[src/hw/rtl/bfc_pkg.sv]
package bfc_pkg;

   // plane table
   localparam int NumPlanes = 6;
   localparam int CsrIdxW   = 3;
   localparam int CfgW      = 64;

   // plane register layout
   localparam int CoefW = 13;   // a, b, c: signed Q1.11
   localparam int AOff  = 0;
   localparam int BOff  = 13;
   localparam int COff  = 26;
   localparam int DOff  = 39;
   localparam int DW    = 25;   // d: signed, 8 fraction bits
   localparam int DShift = 12;  // d aligned to 20 fraction bits

   // input fields
   localparam int InW      = 24;
   localparam int EdgeW    = 16;
   localparam int ReqDataW = 88;
   localparam int CyOff    = 24;
   localparam int CzOff    = 48;
   localparam int EdgeOff  = 72;
   localparam int RspDataW = 8;

   // datapath widths
   localparam int CoordW = 26;  // doubled corner coordinate, 9 fraction bits
   localparam int ProdW  = 39;  // coef * coord
   localparam int SumW   = 42;  // three products plus scaled d

   typedef logic signed [CoordW-1:0] coord_type;

   // box extents plus the running reject flag, handed cell to cell
   typedef struct packed {
      coord_type x_lo;
      coord_type x_hi;
      coord_type y_lo;
      coord_type y_hi;
      coord_type z_lo;
      coord_type z_hi;
      logic      reject;
   } box_type;

endpackage

[src/hw/rtl/bfc_cell.sv]
module bfc_cell (
   input  logic                       clock,
   input  logic                       reset,
   input  logic                       cfg_we,
   input  logic [bfc_pkg::CfgW-1:0]   cfg_data,
   input  logic                       in_valid,
   output logic                       in_ready,
   input  bfc_pkg::box_type           in_box,
   output logic                       out_valid,
   input  logic                       out_ready,
   output bfc_pkg::box_type           out_box
);

   logic [bfc_pkg::CfgW-1:0]          plane_ff, plane_in;
   logic signed [bfc_pkg::CoefW-1:0]  ca, cb, cc;
   logic signed [bfc_pkg::DW-1:0]     cd;
   bfc_pkg::coord_type                sx, sy, sz;
   logic signed [bfc_pkg::ProdW-1:0]  px, py, pz;
   logic signed [bfc_pkg::SumW-1:0]   dx;

   // multiply stage
   logic                              a_v_ff, a_v_in, a_ready;
   logic signed [bfc_pkg::ProdW-1:0]  px_ff, py_ff, pz_ff, px_in, py_in, pz_in;
   logic signed [bfc_pkg::SumW-1:0]   pd_ff, pd_in;
   bfc_pkg::box_type                  a_box_ff, a_box_in;

   // sum stage
   logic                              b_v_ff, b_v_in, b_ready;
   logic signed [bfc_pkg::SumW-1:0]   sum;
   bfc_pkg::box_type                  b_box_ff, b_box_in;

   assign plane_in = cfg_we ? cfg_data : plane_ff;

   assign ca = plane_ff[bfc_pkg::AOff +: bfc_pkg::CoefW];
   assign cb = plane_ff[bfc_pkg::BOff +: bfc_pkg::CoefW];
   assign cc = plane_ff[bfc_pkg::COff +: bfc_pkg::CoefW];
   assign cd = plane_ff[bfc_pkg::DOff +: bfc_pkg::DW];

   // farthest corner along the normal: all corners are outside iff it is
   assign sx = ca[bfc_pkg::CoefW-1] ? in_box.x_lo : in_box.x_hi;
   assign sy = cb[bfc_pkg::CoefW-1] ? in_box.y_lo : in_box.y_hi;
   assign sz = cc[bfc_pkg::CoefW-1] ? in_box.z_lo : in_box.z_hi;

   always_comb begin
      px = ca * sx;
      py = cb * sy;
      pz = cc * sz;
      dx = {{(bfc_pkg::SumW-bfc_pkg::DW-bfc_pkg::DShift){cd[bfc_pkg::DW-1]}},
            cd, {bfc_pkg::DShift{1'b0}}};
   end

   assign b_ready  = !b_v_ff || out_ready;
   assign a_ready  = !a_v_ff || b_ready;
   assign in_ready = a_ready;

   assign sum = bfc_pkg::SumW'(px_ff) + bfc_pkg::SumW'(py_ff)
              + bfc_pkg::SumW'(pz_ff) + pd_ff;

   always_comb begin
      a_v_in   = a_ready ? in_valid : a_v_ff;
      px_in    = a_ready ? px : px_ff;
      py_in    = a_ready ? py : py_ff;
      pz_in    = a_ready ? pz : pz_ff;
      pd_in    = a_ready ? dx : pd_ff;
      a_box_in = a_ready ? in_box : a_box_ff;

      b_v_in   = b_ready ? a_v_ff : b_v_ff;
      b_box_in = b_box_ff;
      if (b_ready) begin
         b_box_in        = a_box_ff;
         b_box_in.reject = a_box_ff.reject | sum[bfc_pkg::SumW-1];
      end
   end

   always_ff @(posedge clock) begin
      if (reset) begin
         plane_ff <= '0;
         a_v_ff   <= 1'b0;
         b_v_ff   <= 1'b0;
      end else begin
         plane_ff <= plane_in;
         a_v_ff   <= a_v_in;
         b_v_ff   <= b_v_in;
      end
      px_ff    <= px_in;
      py_ff    <= py_in;
      pz_ff    <= pz_in;
      pd_ff    <= pd_in;
      a_box_ff <= a_box_in;
      b_box_ff <= b_box_in;
   end

   assign out_valid = b_v_ff;
   assign out_box   = b_box_ff;

endmodule

[config.mk]
export PLATFORM = sky130hd
export DESIGN_NAME = bfc_cell
export DESIGN_NICKNAME = d
export VERILOG_FILES = /design/src/hw/rtl/bfc_pkg.sv /design/src/hw/rtl/bfc_cell.sv
export SDC_FILE = /design/constraint.sdc
export NUM_CORES = 2
export LEC_CHECK = 0
export BUFFER_PORTS_ARGS = -buffer_cell sky130_fd_sc_hd__buf_4
export CAP_MARGIN = 20
export CORE_ASPECT_RATIO = 0.6
export CORE_UTILIZATION = 57
export DETAILED_ROUTE_END_ITERATION = 8
export PLACE_DENSITY = 0.83
export SLEW_MARGIN = 20
export SYNTH_ARGS = -nofsm -noshare
export SYNTH_HDL_FRONTEND = slang
export SYNTH_SLANG_ARGS = --single-unit
[constraint.sdc]
create_clock -name clock -period 15.3 [get_ports clock]
set_input_delay 2.295 -clock clock [delete_from_list [all_inputs] [get_ports clock]]
set_output_delay 2.295 -clock clock [all_outputs]
set_load 0.01 [all_outputs]
Yosys cells after proc, flatten, opt, wreduce, memory -nomap -nowiden
Index checks and enable logic that the tools add are counted.
- output and inout port bits: 159
- word-level logic and storage cells: 35
- bits in registers: 522
- input bits: 226
- multipliers: 3
- add/subtract/negate cells: 3
- bitwise operators: 1
- muxes and demuxes: 3
- reductions and logical operators: 4
- operators by type and width (kind ; count):
    13-bit by 26-bit multiplier with 39-bit output ; 3
    26-bit 2-to-1 mux ; 3
    41-bit by 37-bit adder with 42-bit output ; 1
    40-bit by 39-bit adder with 41-bit output ; 1
    39-bit by 39-bit adder with 40-bit output ; 1
    1-bit zero test ; 2
    1-bit logical OR ; 2
    1-bit OR ; 1

Depth between registers and ports, before layout
- depth after elaboration: 4
- gate-level depth with buffers: 27
- depth with buffers taken out: 24

Least setup slack after synthesis
No wires, ideal clock.
- path type: input to output
- from: input out_ready
- to: output in_ready
- slack: 4.332 ns
- arrival time: 8.673 ns
- required time: 13.005 ns
- buffers on the path: 0
- stages on the path: 2
- path through: nor2b_1 nand2_1
- cells in the longest elaborated chain, start to end: 2
- RTL lines (element ; RTL line ; RTL):
    from (decl) ; bfc_cell.sv:10 ; input logic out_ready,
    1-bit logical OR ; bfc_cell.sv:52 ; assign b_ready = !b_v_ff || out_ready;
    1-bit logical OR ; bfc_cell.sv:53 ; assign a_ready = !a_v_ff || b_ready;
    to (decl) ; bfc_cell.sv:7 ; output logic in_ready,
No other way between the ends.

Worst setup path in the final report
- from: input in_box[136] in the netlist's numbering
- to: register px_ff[38] in the netlist's numbering, data pin
- cells in the longest elaborated chain, start to end: 2
- RTL lines (element ; RTL line ; RTL):
    from (decl) ; bfc_cell.sv:8 ; input bfc_pkg::box_type in_box,
    26-bit 2-to-1 mux ; bfc_cell.sv:40 ; assign sx = ca[bfc_pkg::CoefW-1] ? in_box.x_lo : in_box.x_hi;
    13-bit by 26-bit multiplier with 39-bit output ; bfc_cell.sv:45 ; px = ca * sx;
    via px (one bit) ; bfc_cell.sv:18 ; logic signed [bfc_pkg::ProdW-1:0] px, py, pz;
    to (signal assigned) ; bfc_cell.sv:85 ; px_ff <= px_in;
    to (decl) ; bfc_cell.sv:23 ; logic signed [bfc_pkg::ProdW-1:0] px_ff, py_ff, pz_ff, px_in, py_in, pz_in;
The timed path passes the listed nets, and every way through them passes these cells.
A chain may end at the register's enable or synchronous reset.

==> out/qor.tcl <==
set qor(gp_congestion) 0.9348
set qor(std_cell_rows) 86
set qor(cts_num_sinks) 522
set qor(timing.final.setup_violations) 0
set qor(detailedRoute.firstIterationViolations) 2593
set qor(grt-ovfl-total) 0
set qor(cts_max_path_buffers) 3
set qor(vdd_ir_drop_max_uv) 110.2
set qor(final_cell_mix) {sky130_fd_sc_hd__fa_1, sky130_fd_sc_hd__inv_1, sky130_fd_sc_hd__nand2_1}
set qor(final_common_cell) {sky130_fd_sc_hd__fa_1}
set qor(syn-instance-count) 4672
set qor(number_of_buffers_inserted_by_port_buffering) 384
set qor(mappedNetlistNets) 6207
set qor(seq_area_frac_synth) 0.2828
set qor(timing.hold.worst.class) {reg -> reg}
set qor(fin_setup_tns_ns) 0
set qor(average_via_count_per_standard_cell) 5.553
set qor(place_area_mm2) 0.05692
set qor(worst_skew_pair.late_latency_ns) 0.65
set qor(fin_area_mm2) 0.05860
set qor(ys.flop_type) {sky130_fd_sc_hd__edfxtp_1}
set qor(globalRouteTotalUtil) 0.2655
set qor(htreeDepth) 2
set qor(worstPathMaxFanout) 12
set qor(seqCellArea_mm2) 0.01504
set qor(routed_wire_per_std_cell_um) 19.52
set qor(grt_pass1_vias) 36090
set qor(timing_hold_violations_final) 0
set qor(post_cts_hold_buffer_count) 0
set qor(multi_input_logic_area_mm2) 0.03440
set qor(synth.lib_cells_used.distinct) 71
set qor(insertedDiodeCount) 0
set qor(layout_worst_path_cycle_share) 0.5700
set qor(syn-mean-instance-area_um2) 11.36
set qor(post_cts.repair.setup_buffers) 0
set qor(worstMarginPinSlew_ns) 1.215
set qor(post-place-cells) 6102
set qor(cts_root_buffer) {sky130_fd_sc_hd__clkbuf_16}
set qor(criticalPathCategory) {in -> reg}
set qor(drtPass1Iterations) 6
set qor(fill_cells) 6957
set qor(core_mm2) 0.09200
set qor(yosysWarningCount) 0
set qor(max_cap_violations) 0
set qor(cp_capture_type) {flip-flop}
set qor(finalWirelength_mm) 121.0
set qor(finalPower_mw) 8.382
set qor(post-dp-hpwl_mm) 98.20
set qor(final-instance-count-excl-fill) 6198
set qor(post_route_cells_drive_above_1_share) 0.1198
set qor(tritoncts) {yes}
set qor(initial_core_util) 0.5771
set qor(cts_inserted_buffers) 51
set qor(grt_pass1_wl_mm) 195.6
set qor(nets) 6458
set qor(synthesis.area_mm2) 0.05309
set qor(die_height_um) 238.4
set qor(power_density_mw_per_mm2) 143.0
set qor(final-max-slew-violation-count) 0
set qor(synth-async-reset-ratio) 0
set qor(rsz0062_at_grt) {false}
set qor(grt_antenna_before_repair) 0
set qor(count_of_antenna_violating_nets_left_after_detailed_routing) 0
set qor(synth_top_cell_area_share) 0.3699
set qor(worstSetupStartpointType) {input port}
set qor(die_w_um) 396.0
set qor(minimum_period_implied_by_the_final_worst_setup_slack_ns) 8.721
set qor(floorplan.io_pins) 385
set qor(cp.required_ns) 15.74
set qor(timing.critical_path.arrival_ns) 9.16
set qor(result_of_the_run) {completed}
set qor(timing.fmax_mhz) 114.7
set qor(fp.dieArea_mm2) 0.09441
set qor(netlist.top_cell.by_area) {sky130_fd_sc_hd__fa_1}
set qor(route.vias.total) 34420
set qor(grt_start_max_net_pins) 153
set qor(p_leak_nw) 27.69
set qor(post_synth_main_area_contributors) {sky130_fd_sc_hd__fa_1, sky130_fd_sc_hd__edfxtp_1, sky130_fd_sc_hd__ha_1}
set qor(timing.clock.skew_ns) 0.03300
set qor(ys_ff_latch) 522
set qor(areaGrowthSynthToFinish_pct) 10.37
set qor(worst_slew_margin_rel) 0.1888
set qor(remaining_drc_errors) 0
set qor(hold_slack_ns) 0.4063
set qor(ctsResizeCount) 0
set qor(synth_edf_count) 456
set qor(clk_pin_slew_worst_paths_ns) 0.08
## report_power, final
group          leakage, nW  total (mW)  internal, mW  switching [mW]
Clock                0.807        1.28         0.691           0.590
Combinational         21.5        5.00          2.19            2.80
Sequential            5.41        2.10          1.94           0.164
Total                 27.7        8.38          4.83            3.56
## Yosys cell counts (all sizes together), types with 68 or more instances
master and n:
a21oi 88, and2 326, clkbuf 195, edfxtp 456, fa 981, ha 328, inv 773, mux2 76
mux2i 68, nand2 621, nor2 186, xnor2 84
## area by class of cell
type | count | share of cell area
clock inverters | 30 | 0.005018
flip-flops and latches | 522 | 0.2567
multi-input cells | 3170 | 0.5871
clock buffers | 66 | 0.02325
well taps | 1232 | 0.02631
repair buffers | 405 | 0.05210
inverters | 773 | 0.04960
## stage by stage
step                        util  setup WS (ns)
after floorplan                -          4.332
after CTS                 0.6367          6.694
after global placement    0.6187          6.170
after detailed placement  0.6187          6.062
after global routing      0.6369          6.343
final                     0.6369          6.579
## worst max-delay path, stage by stage
cell and delay (ns):
sky130_fd_sc_hd__buf_4 0.13, sky130_fd_sc_hd__mux2_2 0.39, sky130_fd_sc_hd__and2_1 0.22, sky130_fd_sc_hd__fa_1 0.53, sky130_fd_sc_hd__inv_1 0.06, sky130_fd_sc_hd__fa_1 0.55
sky130_fd_sc_hd__inv_1 0.06, sky130_fd_sc_hd__fa_1 0.54, sky130_fd_sc_hd__fa_1 0.44, sky130_fd_sc_hd__fa_1 0.51, sky130_fd_sc_hd__fa_1 0.42, sky130_fd_sc_hd__ha_1 0.40
sky130_fd_sc_hd__and4_4 0.25, sky130_fd_sc_hd__o211a_1 0.16, sky130_fd_sc_hd__a22oi_1 0.17, sky130_fd_sc_hd__o32ai_1 0.65, sky130_fd_sc_hd__o221ai_2 0.26, sky130_fd_sc_hd__a211oi_1 0.49
sky130_fd_sc_hd__o31ai_2 0.15, sky130_fd_sc_hd__mux2i_1 0.15, sky130_fd_sc_hd__a2111oi_2 0.34
## layer usage
| layer | global-route usage | up-vias | routed length, um |
|---|---|---|---|
| met2 | 0.4006 | 1508 | 54710 |
| li1 | - | 15140 | - |
| met1 | 0.3911 | 17590 | 51750 |
| met4 | 0.07394 | 0 | 3466 |
| met3 | 0.05675 | 178 | 11090 |
| met5 | 0 | - | 0 |
## worst paths after layout
kind	slack, ns	depth (start not counted)	end	startpoint
setup reg to reg	7.38	19	px_ff[38]	plane_ff[12]
hold reg to reg	0.41	0	out_box[88]	a_box_ff[88]
hold / removal	0.41	0	out_box[88]	a_box_ff[88]
setup / recovery	6.58	21	px_ff[38]	in_box[136]
## flip-flops by register name, indices dropped and copies added (netlist names)
| signal | cells |
|---|---|
| px_ff | 39 |
| py_ff | 39 |
| plane_ff | 64 |
| pz_ff | 39 |
| out_valid | 1 |
| a_v_ff | 1 |
| a_box_ff | 157 |
| pd_ff | 25 |
| out_box | 157 |
## logic make-up after synthesis
family / count (synthesis) / share of synthesized area
AOI/OAI and AO/OA: 316 / 0.03978
xor gates and xnor gates: 107 / 0.01765
adders and majority gates: 1309 / 0.4472
buffers and inverters: 980 / 0.06943
DFF: 522 / 0.2828
muxes: 144 / 0.02894
and+or+nand+nor: 1294 / 0.1142
Note: power is estimated with default switching activity, not from simulation.
