[config.mk]
export PLATFORM = sky130hd
export DESIGN_NAME = bfc_prep
export DESIGN_NICKNAME = d
export VERILOG_FILES = /design/src/hw/rtl/bfc_pkg.sv /design/src/hw/rtl/bfc_prep.sv
export SDC_FILE = /design/constraint.sdc
export NUM_CORES = 1
export LEC_CHECK = 0
export BUFFER_PORTS_ARGS = -buffer_cell sky130_fd_sc_hd__buf_4
export CORE_MARGIN = 1
export CORE_UTILIZATION = 35
export CTS_CLUSTER_SIZE = 24
export DETAILED_ROUTE_END_ITERATION = 10
export PLACE_DENSITY_LB_ADDON = 0.12
export REMOVE_ABC_BUFFERS = 1
export SLEW_MARGIN = 40
export SYNTH_ARGS = -nofsm -noshare
export SYNTH_HDL_FRONTEND = slang
export SYNTH_SLANG_ARGS = --single-unit
[constraint.sdc]
create_clock -name clock -period 6.35 [get_ports clock]
set_clock_uncertainty 0.05 [all_clocks]
set_input_delay 0.3175 -clock clock [delete_from_list [all_inputs] [get_ports clock]]
set_output_delay 0.3175 -clock clock [all_outputs]
set_load 0.01 [all_outputs]
[src/hw/rtl/bfc_pkg.sv]
package bfc_pkg;

   // plane table
   localparam int NumPlanes = 6;
   localparam int CsrIdxW   = 3;
   localparam int CfgW      = 64;

   // plane register layout
   localparam int CoefW = 13;   // a, b, c: signed Q1.11
   localparam int AOff  = 0;
   localparam int BOff  = 13;
   localparam int COff  = 26;
   localparam int DOff  = 39;
   localparam int DW    = 25;   // d: signed, 8 fraction bits
   localparam int DShift = 12;  // d aligned to 20 fraction bits

   // input fields
   localparam int InW      = 24;
   localparam int EdgeW    = 16;
   localparam int ReqDataW = 88;
   localparam int CyOff    = 24;
   localparam int CzOff    = 48;
   localparam int EdgeOff  = 72;
   localparam int RspDataW = 8;

   // datapath widths
   localparam int CoordW = 26;  // doubled corner coordinate, 9 fraction bits
   localparam int ProdW  = 39;  // coef * coord
   localparam int SumW   = 42;  // three products plus scaled d

   typedef logic signed [CoordW-1:0] coord_type;

   // box extents plus the running reject flag, handed cell to cell
   typedef struct packed {
      coord_type x_lo;
      coord_type x_hi;
      coord_type y_lo;
      coord_type y_hi;
      coord_type z_lo;
      coord_type z_hi;
      logic      reject;
   } box_type;

endpackage

[src/hw/rtl/bfc_prep.sv]
module bfc_prep (
   input  logic                          clock,
   input  logic                          reset,
   input  logic                          in_valid,
   output logic                          in_ready,
   input  logic [bfc_pkg::ReqDataW-1:0]  in_data,
   output logic                          out_valid,
   input  logic                          out_ready,
   output bfc_pkg::box_type              out_box
);

   logic signed [bfc_pkg::InW-1:0]  cx, cy, cz;
   logic [bfc_pkg::EdgeW-1:0]       e;
   bfc_pkg::coord_type              cx2, cy2, cz2, e1, e2;

   logic              v_ff, v_in;
   bfc_pkg::box_type  box_ff, box_in;

   assign cx = in_data[bfc_pkg::InW-1:0];
   assign cy = in_data[bfc_pkg::CyOff +: bfc_pkg::InW];
   assign cz = in_data[bfc_pkg::CzOff +: bfc_pkg::InW];
   assign e  = in_data[bfc_pkg::EdgeOff +: bfc_pkg::EdgeW];

   // doubled coordinates keep the half edge exact
   assign cx2 = {cx[bfc_pkg::InW-1], cx, 1'b0};
   assign cy2 = {cy[bfc_pkg::InW-1], cy, 1'b0};
   assign cz2 = {cz[bfc_pkg::InW-1], cz, 1'b0};
   assign e1  = {{(bfc_pkg::CoordW-bfc_pkg::EdgeW){1'b0}}, e};
   assign e2  = {{(bfc_pkg::CoordW-bfc_pkg::EdgeW-1){1'b0}}, e, 1'b0};

   assign in_ready = !v_ff || out_ready;

   always_comb begin
      v_in          = in_ready ? in_valid : v_ff;
      box_in        = box_ff;
      if (in_ready) begin
         box_in.x_lo   = cx2 - e1;
         box_in.x_hi   = cx2 + e1;
         box_in.y_lo   = cy2;
         box_in.y_hi   = cy2 + e2;
         box_in.z_lo   = cz2 - e1;
         box_in.z_hi   = cz2 + e1;
         box_in.reject = 1'b0;
      end
   end

   always_ff @(posedge clock) begin
      if (reset) begin
         v_ff <= 1'b0;
      end else begin
         v_ff <= v_in;
      end
      box_ff <= box_in;
   end

   assign out_valid = v_ff;
   assign out_box   = box_ff;

endmodule

Yosys cells after proc, flatten, opt, wreduce, memory -nomap -nowiden
Cells that the tools add are included.
Storage, ports and cells
  register bits after elaboration: 155
  input bits: 92
  output and inout bits: 159
  logic and storage cells: 14
Cells by class
  add/subtract/negate cells: 5
  reductions and logical operators: 2
Operator list (number)
  $add 25x17->26: 2
  $sub 25x17->26: 2
  $add 25x18->26: 1
  $logic_not 1->1: 1
  $logic_or 1x1->1: 1

Logic depth before layout (Yosys ltp)
Gate-level depths: netlist of run 1.
  word-level depth: 2
  gate-level depth with buffers: 10
  depth with buffers taken out: 9

Least setup slack after synthesis of run 1
OpenSTA, ideal clock, no wires.
  kind: input -> register
  from: input port out_ready
  to: register box_ff, in the netlist out_box[100], enable pin
  library setup time: 0.541 ns
  arrival: 4.017 ns
  setup slack: 1.742 ns
  stages on the path: 1
  path through: nand2b_1
On the way
  cells in the longest elaborated chain, start to end: 1
RTL lines
  start, declared: RTL line bfc_prep.sv:8  | input logic out_ready,
  $logic_or 1x1->1: RTL line bfc_prep.sv:31  | assign in_ready = !v_ff || out_ready;
  end signal, assigned: RTL line bfc_prep.sv:53  | box_ff <= box_in;
  end, declared: RTL line bfc_prep.sv:17  | bfc_pkg::box_type box_ff, box_in;
Every way passes these cells.
A chain may end at the register's enable or synchronous reset.

Final worst setup path of run 1
  from: input port in_data[28] in the netlist's numbering
  to: register box_ff, in the netlist out_box[76] (data pin)
On the way
  cells in the longest elaborated chain, start to end: 1
RTL lines
  start, declared: RTL line bfc_prep.sv:6  | input logic [bfc_pkg::ReqDataW-1:0] in_data,
  $add 25x18->26: RTL line bfc_prep.sv:40  | box_in.y_hi = cy2 + e2;
Every way passes these cells.

==> results of run 1 <==
cells in the mapped netlist, types with 4 or more instances:
cell | n | area [µm²]
a211oi_1 | 7 | 52.6
a21o_1 | 13 | 97.6
a21oi_1 | 65 | 325
a31oi_1 | 5 | 31.3
and3_1 | 12 | 75.1
buf_2 | 4 | 20.0
buf_4 | 9 | 67.6
clkbuf_1 | 14 | 52.6
edfxtp_1 | 150 | 4500
fa_1 | 5 | 100
ha_1 | 76 | 951
inv_1 | 50 | 188
nand2_1 | 46 | 173
nand2b_1 | 12 | 75.1
nand3_1 | 19 | 95.1
nor2_1 | 47 | 176
nor2b_1 | 11 | 68.8
nor3_1 | 11 | 55.1
o211ai_1 | 8 | 60.1
o21a_1 | 6 | 45.0
o21ai_0 | 33 | 165
o21bai_1 | 11 | 82.6
o31ai_1 | 8 | 60.1
or2_2 | 5 | 31.3
or3_1 | 5 | 31.3
xnor2_1 | 81 | 709
xor2_1 | 27 | 236
per-layer routing:
layer  share of wire, %  up-vias  GRT usage (%)
met5                  0        -              0
met4                1.4        0           5.77
met3                5.6       18           3.91
met2                 47      187           29.4
met1                 46     3176           24.5
li1                   -     3423              -
area by class of cell:
type / instances / area share, %
clock buffer: 17 / 3.57
clock inverter: 15 / 1.31
inverter: 51 / 1.62
multi-input combinational: 574 / 35.9
sequential: 151 / 38.0
tap: 330 / 3.47
timing repair buffer: 252 / 16.1
timing repair:
action,in CTS,in global routing
hold endpoints to repair,1,1
hold buffers,1,1
setup endpoints to repair,0,0
critical path: stages:
cell	delay, ps
dlygate4sd3_1	540
buf_4	140
ha_1	330
a21oi_1	160
o21ai_1	130
a2111oi_2	490
nor3_1	160
o41ai_2	460
a21oi_1	150
xor2_1	160
per-stage QoR:
stage	setup WS, ps	power (mW)	area (µm²)	std cells	hold slack (ps)
floorplan	1740	1.78	8980	776	337
global placement	3190	2.18	11300	1355	422
detailed placement	3140	2.18	11300	1355	436
CTS	3590	3.23	11900	1388	0.924
global route	3230	3.35	11900	1390	0.890
finish	3430	3.19	11900	1390	23.6
cell families after synthesis:
kind of cell	count (synthesis)	share of synthesized area, %
AO/OA/AOI/OAI	197	14.7
XOR/XNOR	108	10.4
adder cells (fa/ha/maj)	81	11.5
buffers and inverters	80	3.81
flip-flops	151	49.6
multiplexers	1	0.110
other	1	0.0411
AND/OR/NAND/NOR	184	9.87
worst min-delay path by stage:
stage	startpoint	to	slack (ps)	depth (start not counted)
final	in_data[24]	out_box[80]	20	1
after detailed placement	reset	out_valid	440	2
after global routing	in_data[24]	out_box[80]	0.9	1
after global placement	reset	out_valid	420	2
after CTS	in_data[28]	out_box[84]	0.9	1
after floorplan	reset	out_valid	340	1
registers in the layout (all words and copies together) (netlist names):
name / count
out_valid: 1
out_box: 150
report_power, final:
part	switching, mW	internal [mW]
Clock	0.475	0.560
Sequential	0.0447	1.28
Combinational	0.441	0.389
Total	0.961	2.23
==> impl_metrics.csv, run 1 <==
group,metric,value,unit
outcome,status,"completed",
sta,tightest_slew,641,ps
clock_network,path_clk_slew,70,ps
global_route,grt_pass1_vias,6795,
routing,vias,6804,
global_route,grt_first_pass_wirelength,36900,µm
critical_path,critPathRequiredTime,6480,ps
clock_network,htree_num_levels,4,
logic_synthesis,synthesis.area,9130,µm²
sta,maxSlewViolCount,0,
logic_synthesis,synth-seq-cells,151,
floorplan,fp.dieH,163,µm
routing,routed_wl,24200,µm
job,maxCapViolations,0,
layout,seq_area,4520,µm²
global_route,grt_antenna_before_repair,0,
sta,setup_tns,0,ps
logic_synthesis,synth_cells,803,
routing,ant_nets,0,
layout,multi_input_area,4270,µm²
placed_design,port_buffers,247,
floorplan,design.core.area,25400,µm²
routing,viasPerCell,4.89,
layout,area_growth,30.4,%
logic_synthesis,synth_seq_area_share,49.6,%
critical_path,r2r_slack,4830,ps
layout,layout.nets,1220,
layout,layout_common_cells,"buf_4 (248), edfxtp_1 (150), xnor2_1 (81)",
critical_path,reg2reg_from,"out_valid",
routing,drtPass1Iterations,4,
routing,wl_per_cell,17.4,µm
clock_network,cts-root-buf,"clkbuf_16",
clock_network,cts_made_buffers,17,
critical_path,end_kind,"flip-flop",
layout,fin_util,46.9,%
pwr,ir_worst_vdd,0.141,mV
sta,fmax,342,MHz
global_route,grt_start_max_net_pins,98,
routing,route.detailed.drc,0,
floorplan,rows,58,
logic_synthesis,async_reset_ff_share,0,%
sta,finalSetupViolCount,0,
routing,dr.first_iter.drc_count,353,
sta,period_share,46.0,%
sta,min_period,2920,ps
sta,finalHoldViolations,0,
sta,slew_headroom,57.3,%
critical_path,reg2regPathDepth,2,
critical_path,crit_type,"input pin to flip-flop",
floorplan,die_x,163,µm
pwr,p_leak,5.07,nW
floorplan,pin_count,251,
placed_design,place.gp.congestion,0.838,
layout,final_common_cell,"buf_4",
floorplan,dieArea,26700,µm²
global_route,grt_use_total,18.3,%
clock_network,cts.sinks,151,
clock_network,post_cts_buffers,0,
logic_synthesis,yosys_warnings,0,
layout,fillCellCount,2461,
clock_network,cts_tree,"yes",
layout,drive_gt1_share,29.0,%
floorplan,initial_core_util,35.9,%
pwr,power.density,268,nW/µm²
logic_synthesis,ys.flop_type,"edfxtp_1",
logic_synthesis,synth_edf_count,150,
clock_network,clock_latency,430,ps
logic_synthesis,synth_cell_types,68,
global_route,grt_overflow,0,
clock_network,clk_path_buf_depth,2,
layout,antenna_cells,0,
critical_path,endpoint,"out_box[76]",
logic_synthesis,syn_avg_cell_area,11.4,µm²
critical_path,crit_start,"in_data[28]",
placed_design,post-dp-hpwl,19000,µm
sta,rsz0062_at_grt,"false",
critical_path,critPathMaxFanout,4,
clock_network,cts_resized,0,
critical_path,r2r-end,"out_box[143]",
critical_path,arrival,3050,ps
critical_path,startpoint_type,"input pin",
hold_path,hold_path.class,"input pin to flip-flop",
No activity file was read; power rests on OpenSTA's default activity.
==> run 2: changes to the inputs <==
- clock period: 6.35 -> 2.6 ns (I/O delays scaled with it)
==> impl_metrics.csv, run 2 (synthesis gave the netlist of run 1 again) <==
group,metric,value,unit
pwr,p_leak,5.72,nW
critical_path,crit_type,"input pin to flip-flop",
pwr,power.density,612,nW/µm²
critical_path,startpoint_type,"input pin",
clock_network,cts_tree,"yes",
clock_network,path_clk_slew,70,ps
clock_network,cts_resized,0,
sta,rsz0062_at_grt,"false",
layout,area_growth,43.1,%
sta,period_share,92.3,%
critical_path,reg2regPathDepth,4,
routing,drtPass1Iterations,5,
pwr,p_switching,2.37,mW
job,maxCapViolations,0,
clock_network,htree_num_levels,4,
routing,vias,7345,
global_route,grt_start_max_net_pins,91,
layout,layout_common_cells,"buf_4 (349), edfxtp_1 (150), xnor2_1 (81)",
routing,routed_wl,25600,µm
floorplan,rows,58,
clock_network,clock_latency,430,ps
hold_path,hold_path.class,"input pin to flip-flop",
clock_network,clk_path_buf_depth,2,
global_route,grt_overflow,0,
floorplan,pin_count,251,
routing,route.detailed.drc,0,
sta,finalHoldViolations,0,
sta,finalSetupViolCount,0,
critical_path,reg2reg_from,"out_valid",
clock_network,cts-root-buf,"clkbuf_16",
sta,maxSlewViolCount,0,
global_route,grt_pass1_vias,7301,
layout,layout.nets,1362,
critical_path,end_kind,"flip-flop",
layout,drive_gt1_share,33.8,%
critical_path,arrival,2530,ps
sta,fmax,417,MHz
floorplan,die_x,163,µm
critical_path,endpoint,"out_box[74]",
routing,dr.first_iter.drc_count,335,
global_route,grt_antenna_before_repair,0,
hold_path,min_from,"in_data[25]",
placed_design,dpl_worst_slack,-272,ps
critical_path,r2r_slack,910,ps
floorplan,dieArea,26700,µm²
placed_design,post-dp-hpwl,20000,µm
clock_network,cts.sinks,151,
sta,setup_ws,200,ps
clock_network,hold_buffers,43,
critical_path,crit_start,"in_data[24]",
pwr,power_frac_comb,28.5,%
routing,viasPerCell,4.79,
sta,slew_headroom,45.9,%
pwr,cell_internal_pwr,5.62,mW
pwr,switching_share,29.6,%
routing,ant_nets,0,
sta,min_period,2400,ps
clock_network,post_cts_buffers,0,
pwr,p_seq_share,40.5,%
critical_path,critPathRequiredTime,2730,ps
sta,tightest_slew,802,ps
outcome,status,"completed",
floorplan,design.core.area,25400,µm²
floorplan,fp.dieH,163,µm
layout,fillCellCount,2356,
layout,largest_register_ffs,150,
clock_network,cts_made_buffers,17,
global_route,grt_use_total,19.3,%
hold_path,holdPathStages,2,
pwr,clkPwrFrac,31.0,%
critical_path,r2r-end,"out_valid",
layout,final_common_cell,"buf_4",
pwr,ir_worst_vdd,0.305,mV
routing,wl_per_cell,16.7,µm
layout,fin_util,51.4,%
placed_design,place.gp.congestion,0.859,
critical_path,critPathMaxFanout,4,
floorplan,initial_core_util,35.9,%
layout,antenna_cells,0,
placed_design,port_buffers,247,
global_route,grt_first_pass_wirelength,38900,µm
run 2: cell count changes in the layout (fill, tap and decap cells not counted):
cell,before,now
clkinv_1,0,1
dlygate4sd3_1,2,43
clkbuf_1,0,1
buf_4,248,349
inv_8,5,3
clkinvlp_4,1,2
clkinv_2,3,2
clkinv_4,0,2
inv_6,6,4
run 2: power groups by stage:
stage	Combinational [mW]	Clock, mW	Sequential (mW)
final	2.27	2.48	3.24
after CTS	2.30	2.54	3.25
after global placement	2.23	0	3.29
after global routing	2.48	2.63	3.27
after detailed placement	2.24	0	3.29
after floorplan	0.862	0	3.48
run 2: layout make-up:
type                    count  area [µm²]  share of cell area, %
inverters                  51         193                   1.48
clock inverters            14         140                   1.07
multi-input cells         574        4270                   32.7
repair buffers            394        3090                   23.7
clock buffers              18         429                   3.29
well taps                 330         413                   3.16
flip-flops and latches    151        4520                   34.6
run 2: critical path: stages:
cell and delay (ps):
buf_4 110, ha_1 220, fa_1 390, a21oi_1 220, o21ai_1 140, a2111oi_2 480, nor3_1 160, o41ai_2 300
buf_4 170, a21oi_1 70, xor2_1 140
run 2: worst min-delay path by stage:
| stage | endpoint | slack (ps) |
|---|---|---|
| 6_report | out_box[55] | 20 |
| 5_1_grt | out_box[55] | 10 |
| 4_1_cts | out_box[55] | 1 |
| 3_5_place_dp | out_valid | 240 |
| 3_3_place_gp | out_valid | 230 |
| 2_1_floorplan | out_valid | 150 |
run 2: routing by layer:
metal  global-route usage (%)  vias up  wire length [µm]
met5                        0        -                 0
met4                     5.26        0               312
met3                     3.71       24              1240
met2                     31.7      202             12200
met1                     25.9     3424             11900
li1                         -     3695                 -
run 2: metrics by stage:
stage / instance area [µm²] / hold slack, ps / setup TNS, ps / power [mW] / std cells
after global routing: 13100 / 10.3 / 0 / 8.38 / 1532
after CTS: 13100 / 1.17 / 0 / 8.08 / 1532
final: 13100 / 15.9 / 0 / 7.99 / 1532
after global placement: 12100 / 234 / -2260 / 5.52 / 1457
after detailed placement: 12100 / 238 / -2550 / 5.53 / 1457
after floorplan: 8980 / 149 / -276270 / 4.35 / 776
